### config.mk
export PLATFORM = sky130hd
export DESIGN_NAME = fixed_point_cosine_unit
export DESIGN_NICKNAME = d
export VERILOG_FILES = /design/src/rtl/fpc_pkg.sv /design/src/rtl/fpc_mul_rnd.sv /design/src/rtl/fpc_datapath.sv /design/src/rtl/fixed_point_cosine_unit.sv
export SDC_FILE = /design/constraint.sdc
export NUM_CORES = 2
export LEC_CHECK = 0
export ABC_AREA = 1
export BUFFER_PORTS_ARGS = -buffer_cell sky130_fd_sc_hd__buf_2
export CAP_MARGIN = 15
export CORE_ASPECT_RATIO = 0.8
export CORE_MARGIN = 2
export CORE_UTILIZATION = 23
export DETAILED_ROUTE_END_ITERATION = 7
export GPL_TIMING_DRIVEN = 0
export HOLD_SLACK_MARGIN = 0.08
export PLACE_DENSITY_LB_ADDON = 0.1
export SYNTH_ARGS = -nofsm -noshare
export SYNTH_HDL_FRONTEND = slang
export SYNTH_SLANG_ARGS = --single-unit
### constraint.sdc
create_clock -name clk -period 9.3 [get_ports clk]
set_input_delay 1.395 -clock clk [delete_from_list [all_inputs] [get_ports clk]]
set_output_delay 1.395 -clock clk [all_outputs]
set_load 0.005 [all_outputs]
### src/rtl/fpc_pkg.sv
// package for the fixed point cosine unit: pipeline depth and polynomial constants
// no dependencies; used by every module of the block
`timescale 1ns / 1ps
`default_nettype none

package fpc_pkg;

  // pipeline depth from input word to output register
  localparam int unsigned NUM_STG = 5;

  localparam logic [15:0] ONE_Q15    = 16'd32768;
  localparam logic [15:0] COEF_A_Q16 = 16'd15310;
  localparam logic [15:0] COEF_B_HI  = 16'd10;
  localparam logic [31:0] RND_BIAS   = 32'h0000_8000;

  typedef logic [NUM_STG-1:0] stg_vec_t;

endpackage

`default_nettype wire

### src/rtl/fpc_mul_rnd.sv
// unsigned 16x16 multiply keeping the high half, rounded to nearest, ties up
// depends on fpc_pkg for the rounding bias
`timescale 1ns / 1ps
`default_nettype none

module fpc_mul_rnd (
  input  wire logic [15:0] a,
  input  wire logic [15:0] b,
  output logic      [15:0] p
);

  logic [31:0] prod;

  always_comb begin
    prod = 32'(a) * 32'(b) + fpc_pkg::RND_BIAS;
    p    = prod[31:16];
  end

endmodule

`default_nettype wire

### src/rtl/fpc_datapath.sv
// five register stages of the cosine evaluation: fold, square, coefficients,
// inner product, outer product with sign; depends on fpc_pkg and fpc_mul_rnd
`timescale 1ns / 1ps
`default_nettype none

module fpc_datapath (
  input  wire logic             clk,
  input  wire fpc_pkg::stg_vec_t ld,
  input  wire logic [15:0]      angle,
  output logic      [15:0]      cosine
);

  logic [15:0] t_r, t_nxt;
  logic        neg1_r, neg1_nxt;
  logic [15:0] u2_r, u2_nxt;
  logic        neg2_r;
  logic [15:0] u3_r, omu3_r, omu3_nxt, poly3_r, poly3_nxt;
  logic        neg3_r;
  logic [15:0] inner4_r, inner4_nxt, omu4_r;
  logic        neg4_r;
  logic [15:0] cos_r, cos_nxt;

  logic [15:0] frac;
  logic [15:0] sq;
  logic [15:0] up;
  logic [15:0] mag;
  logic [15:0] slope;

  fpc_mul_rnd u_mul_sq (.a(t_r),    .b(t_r),      .p(sq));
  fpc_mul_rnd u_mul_up (.a(u3_r),   .b(poly3_r),  .p(up));
  fpc_mul_rnd u_mul_mg (.a(omu4_r), .b(inner4_r), .p(mag));

  always_comb begin
    // fold the low 14 bits into a .15 fraction, mirrored in odd quadrants
    frac     = {1'b0, angle[13:0], 1'b0};
    t_nxt    = angle[14] ? (fpc_pkg::ONE_Q15 - frac) : frac;
    neg1_nxt = angle[15] ^ angle[14];

    // square is at most 2^14, so the doubled value fits 16 bits
    u2_nxt = {sq[14:0], 1'b0};

    slope     = 16'(u2_r[15:8]) * fpc_pkg::COEF_B_HI;
    poly3_nxt = fpc_pkg::COEF_A_Q16 - slope;
    omu3_nxt  = fpc_pkg::ONE_Q15 - u2_r;

    inner4_nxt = fpc_pkg::ONE_Q15 - up;

    cos_nxt = neg4_r ? (16'd0 - mag) : mag;
    cosine  = cos_r;
  end

  always_ff @(posedge clk) begin
    if (ld[0]) begin
      t_r    <= t_nxt;
      neg1_r <= neg1_nxt;
    end
    if (ld[1]) begin
      u2_r   <= u2_nxt;
      neg2_r <= neg1_r;
    end
    if (ld[2]) begin
      u3_r    <= u2_r;
      omu3_r  <= omu3_nxt;
      poly3_r <= poly3_nxt;
      neg3_r  <= neg2_r;
    end
    if (ld[3]) begin
      inner4_r <= inner4_nxt;
      omu4_r   <= omu3_r;
      neg4_r   <= neg3_r;
    end
    if (ld[4]) begin
      cos_r <= cos_nxt;
    end
  end

endmodule

`default_nettype wire

### src/rtl/fixed_point_cosine_unit.sv
// fixed point cosine unit: takes a 16-bit angle word and returns a Q2.14 cosine word
// angle units are 2*pi/65536; the two top bits pick the quadrant
// input channel: in_valid / in_ready carry in_angle
// output channel: out_valid / out_ready carry out_cosine, signed, -16384..16384
// a word moves on a rising edge where valid and ready are both high
// the datapath is a five stage pipeline: fold, square, coefficients,
// inner product, outer product with sign into the output register
// out_valid rises once the accepted word reaches the output register, and the word
// leaves on an edge with out_ready high; one word per cycle while out_ready is high
// each stage holds its word while the stage after it is full and stalled, and
// loads whenever it is empty or its word moves on, so bubbles close up
// in_ready is low only when all five stages hold words and out_ready is low
// reset clears the stage valid bits; the pipeline comes up empty
// depends on fpc_pkg and fpc_datapath
`timescale 1ns / 1ps
`default_nettype none

module fixed_point_cosine_unit (
  input  wire logic        clk,
  input  wire logic        rst_n,
  input  wire logic        in_valid,
  output logic             in_ready,
  input  wire logic [15:0] in_angle,
  output logic             out_valid,
  input  wire logic        out_ready,
  output logic signed [15:0] out_cosine
);

  fpc_pkg::stg_vec_t vld_r, vld_nxt;
  fpc_pkg::stg_vec_t ld;
  fpc_pkg::stg_vec_t vin;
  logic [15:0]       cos_w;

  always_comb begin
    // a stage can load when it is empty or the next stage takes its word
    ld[fpc_pkg::NUM_STG-1] = ~vld_r[fpc_pkg::NUM_STG-1] | out_ready;
    for (int k = fpc_pkg::NUM_STG - 2; k >= 0; k--) begin
      ld[k] = ~vld_r[k] | ld[k+1];
    end
    vin = {vld_r[fpc_pkg::NUM_STG-2:0], in_valid};
    for (int k = 0; k < fpc_pkg::NUM_STG; k++) begin
      vld_nxt[k] = ld[k] ? vin[k] : vld_r[k];
    end
    in_ready   = ld[0];
    out_valid  = vld_r[fpc_pkg::NUM_STG-1];
    out_cosine = signed'(cos_w);
  end

  always_ff @(posedge clk) begin
    if (!rst_n) begin
      vld_r <= '0;
    end else begin
      vld_r <= vld_nxt;
    end
  end

  fpc_datapath u_datapath (
    .clk    (clk),
    .ld     (ld),
    .angle  (in_angle),
    .cosine (cos_w)
  );

endmodule

`default_nettype wire
==> impl_metrics.py <==
metrics = {
    "logic_synthesis": {
        "ys_top_cells_by_area": "fa_1 (33%), ha_1 (14%), inv_1 (13%)",
        "syn_avg_cell_area_um2": 8.094,
        "syn_inst": 3425,
        "synth_area_um2": 27720,
        "synth_top_cell_area_share_pct": 33.22,
        "synthesis.nets": 4223,
        "synth_cell_types": 47,
        "yosysMostFrequentCell": "inv_1",
        "synth_edf_count": 122,
        "synth_seq_cells": 127,
        "synth-seq-area-share_pct": 13.58,
        "yosys_warnings": 0,
        "synth_flop_cell": "edfxtp_1",
        "yosys-top-cells-count": "inv_1 (990), nand2_1 (872), fa_1 (460), ha_1 (318), edfxtp_1 (122)",
        "async_flop_share_pct": 0,
        "synth_top_area_cell": "fa_1",
    },
    "sta": {
        "tightestPinTransition_ns": 0.9121,
        "period_needed_ns": 7.823,
        "final_max_slew_viol_count": 0,
        "min_period_over_period_pct": 84.12,
        "clock.fmax_mhz": 127.8,
        "setup_viol": 0,
        "tns_ns": 0,
        "finalHoldViolCount": 0,
        "max-slew-margin-rel_pct": 39.19,
        "fin_worst_skew_ns": 0.01514,
        "grt_setup_unrepaired": "no",
    },
    "flow_run": {
        "max_cap_violations": 0,
    },
    "worst_setup_path": {
        "arrival_ns": 8.04,
        "slowest_stage": "edfxtp_1",
        "cp-start-kind": "flip-flop",
        "r2r.worst_path.cells": 30,
        "cp.buffers_inverters": 5,
        "crit_fanout": 10,
        "cp_top_family": "adder cells",
        "cpPeakStageDelay_ns": 0.68,
        "end_kind": "flip-flop",
        "cp_data_required_time_ns": 9.52,
        "critical_path_class": "flip-flop to flip-flop",
        "cp.depth": 30,
    },
    "route": {
        "drc_errors": 0,
        "first_pass_iters": 5,
        "vias": 20070,
        "dr.first_iter.drc_count": 970,
        "post_drt_wl_per_cell_um": 15.65,
        "routed_wl_mm": 79.86,
        "routed_via_density": 3.932,
        "postRouteAntennaNets": 0,
    },
    "placed_design": {
        "gp_congestion": 0.7897,
        "hpwl_mm": 69.43,
        "numPortBuffers": 36,
        "place_area_um2": 29940,
    },
    "die": {
        "floorplan.rows": 113,
        "start_util_pct": 23.26,
        "ios": 38,
        "die_w_um": 392.2,
        "die-area_um2": 123300,
        "core_um2": 119200,
        "die_h_um": 314.5,
    },
    "clock_network": {
        "root_buffer": "clkbuf_16",
        "numClockSinks": 127,
        "cts_setup_buffers": 0,
        "cts_tree": "done",
        "clockBufferDepth": 2,
        "insertion_delay_ns": 0.47,
        "cts_resized": 0,
        "holdBufCountCts": 0,
        "cts_made_buffers": 17,
        "htree_levels": 4,
        "clkSlewWorstSetupHoldPaths_ns": 0.08,
    },
    "global_routing": {
        "grt_pass1_vias": 21750,
        "grt_overflow_total": 0,
        "grt_max_degree": 41,
        "grt_use_total_pct": 13.56,
        "antenna_found_initial": 1,
        "grt_pass1_wl_mm": 128.3,
    },
    "hold_path": {
        "hp-class": "flip-flop to flip-flop",
        "hold_depth": 0,
    },
    "final_layout": {
        "final_area_um2": 30510,
        "antenna_cells": 0,
        "drive_gt1_share_pct": 3.921,
        "multi_input_area_um2": 19860,
        "fillCellCount": 13250,
        "nNetsFinal": 4279,
        "area_delta_synth_final_pct": 10.07,
        "regArea_um2": 3764,
    },
    "run_status": {
        "status": "finished clean",
    },
}
-- flip-flops by register name (all words and copies together), names as in the netlist, 5 cells and up --
name	flops
u_datapath.u2_r	15
u_datapath.inner4_r	16
u_datapath.t_r	15
u_datapath.omu4_r	15
u_datapath.cosine	16
u_datapath.poly3_r	12
u_datapath.omu3_r	14
vld_r	5
u_datapath.u3_r	15
-- final cells by class --
| cell class | count | share of cell area [%] |
|---|---|---|
| multi-input combinational | 2207 | 65.09 |
| sequential | 127 | 12.33 |
| inverter | 1001 | 12.31 |
| tap | 1610 | 6.602 |
| clock buffer | 18 | 1.406 |
| buffer | 90 | 1.111 |
| timing repair buffer | 37 | 0.6561 |
| clock inverter | 14 | 0.4879 |
-- routing by layer --
| layer | track usage, % | part of all wire (%) | up-vias |
|---|---|---|---|
| met5 | 0 | 0 | - |
| met4 | 1.521 | 0.56 | 0 |
| met3 | 1.595 | 2.5 | 29 |
| met2 | 20.53 | 42 | 208 |
| met1 | 21.05 | 55 | 9692 |
| li1 | - | - | 10140 |
-- stage by stage --
step	hold WS, ns	std cells	util, %	setup WS [ns]
final	0.4119	5104	25.60	1.477
after global routing	0.4131	5104	25.60	0.9173
after CTS	0.4017	5104	25.60	1.306
after detailed placement	0.4045	5072	25.12	1.349
after global placement	0.4005	5071	25.10	1.336
after floorplan	0.4003	3425	-	2.734
-- path summary, 6_finish.rpt --
path	slack (ns)	to	start
max reg2reg	1.48	u_datapath.inner4_r[12]$_DFFE_PP_	u_datapath.poly3_r[8]$_DFFE_PP_
min reg2reg	0.41	u_datapath.omu4_r[10]$_DFFE_PP_	u_datapath.omu3_r[10]$_DFFE_PP_
min	0.41	u_datapath.omu4_r[10]$_DFFE_PP_	u_datapath.omu3_r[10]$_DFFE_PP_
max	1.48	u_datapath.inner4_r[12]$_DFFE_PP_	u_datapath.poly3_r[8]$_DFFE_PP_
-- worst register-to-register path, delay by kind of cell (launching register included) --
family                   cells  cell delay (ns)
adder cells (fa/ha/maj)      9             3.95
buffers and inverters        5             0.87
XOR/XNOR                     1             0.15
AND/OR/NAND/NOR             15             1.95
flip-flops                   1             0.68
-- kinds of logic after synthesis --
kind of cell,after synthesis,synth area share (%)
buf+inv,1091,14.78
flops,127,13.58
fa+ha+maj,778,47.57
xor+xnor,97,3.227
simple gates,1164,17.50
compound gates,168,3.349
-- layout by cell type, fill, tap and decap left out, types with 40 or more instances in the layout --
cell        n
inv_1     988
nand2_1   872
fa_1      460
ha_1      318
edfxtp_1  122
nor2_1    101
a21oi_1    91
clkbuf_1   89
nand3_1    75
xor2_1     64
o21ai_0    40
Power is not shown: default switching activity piles up to over one toggle a cycle in this logic, so the estimate is an artifact.
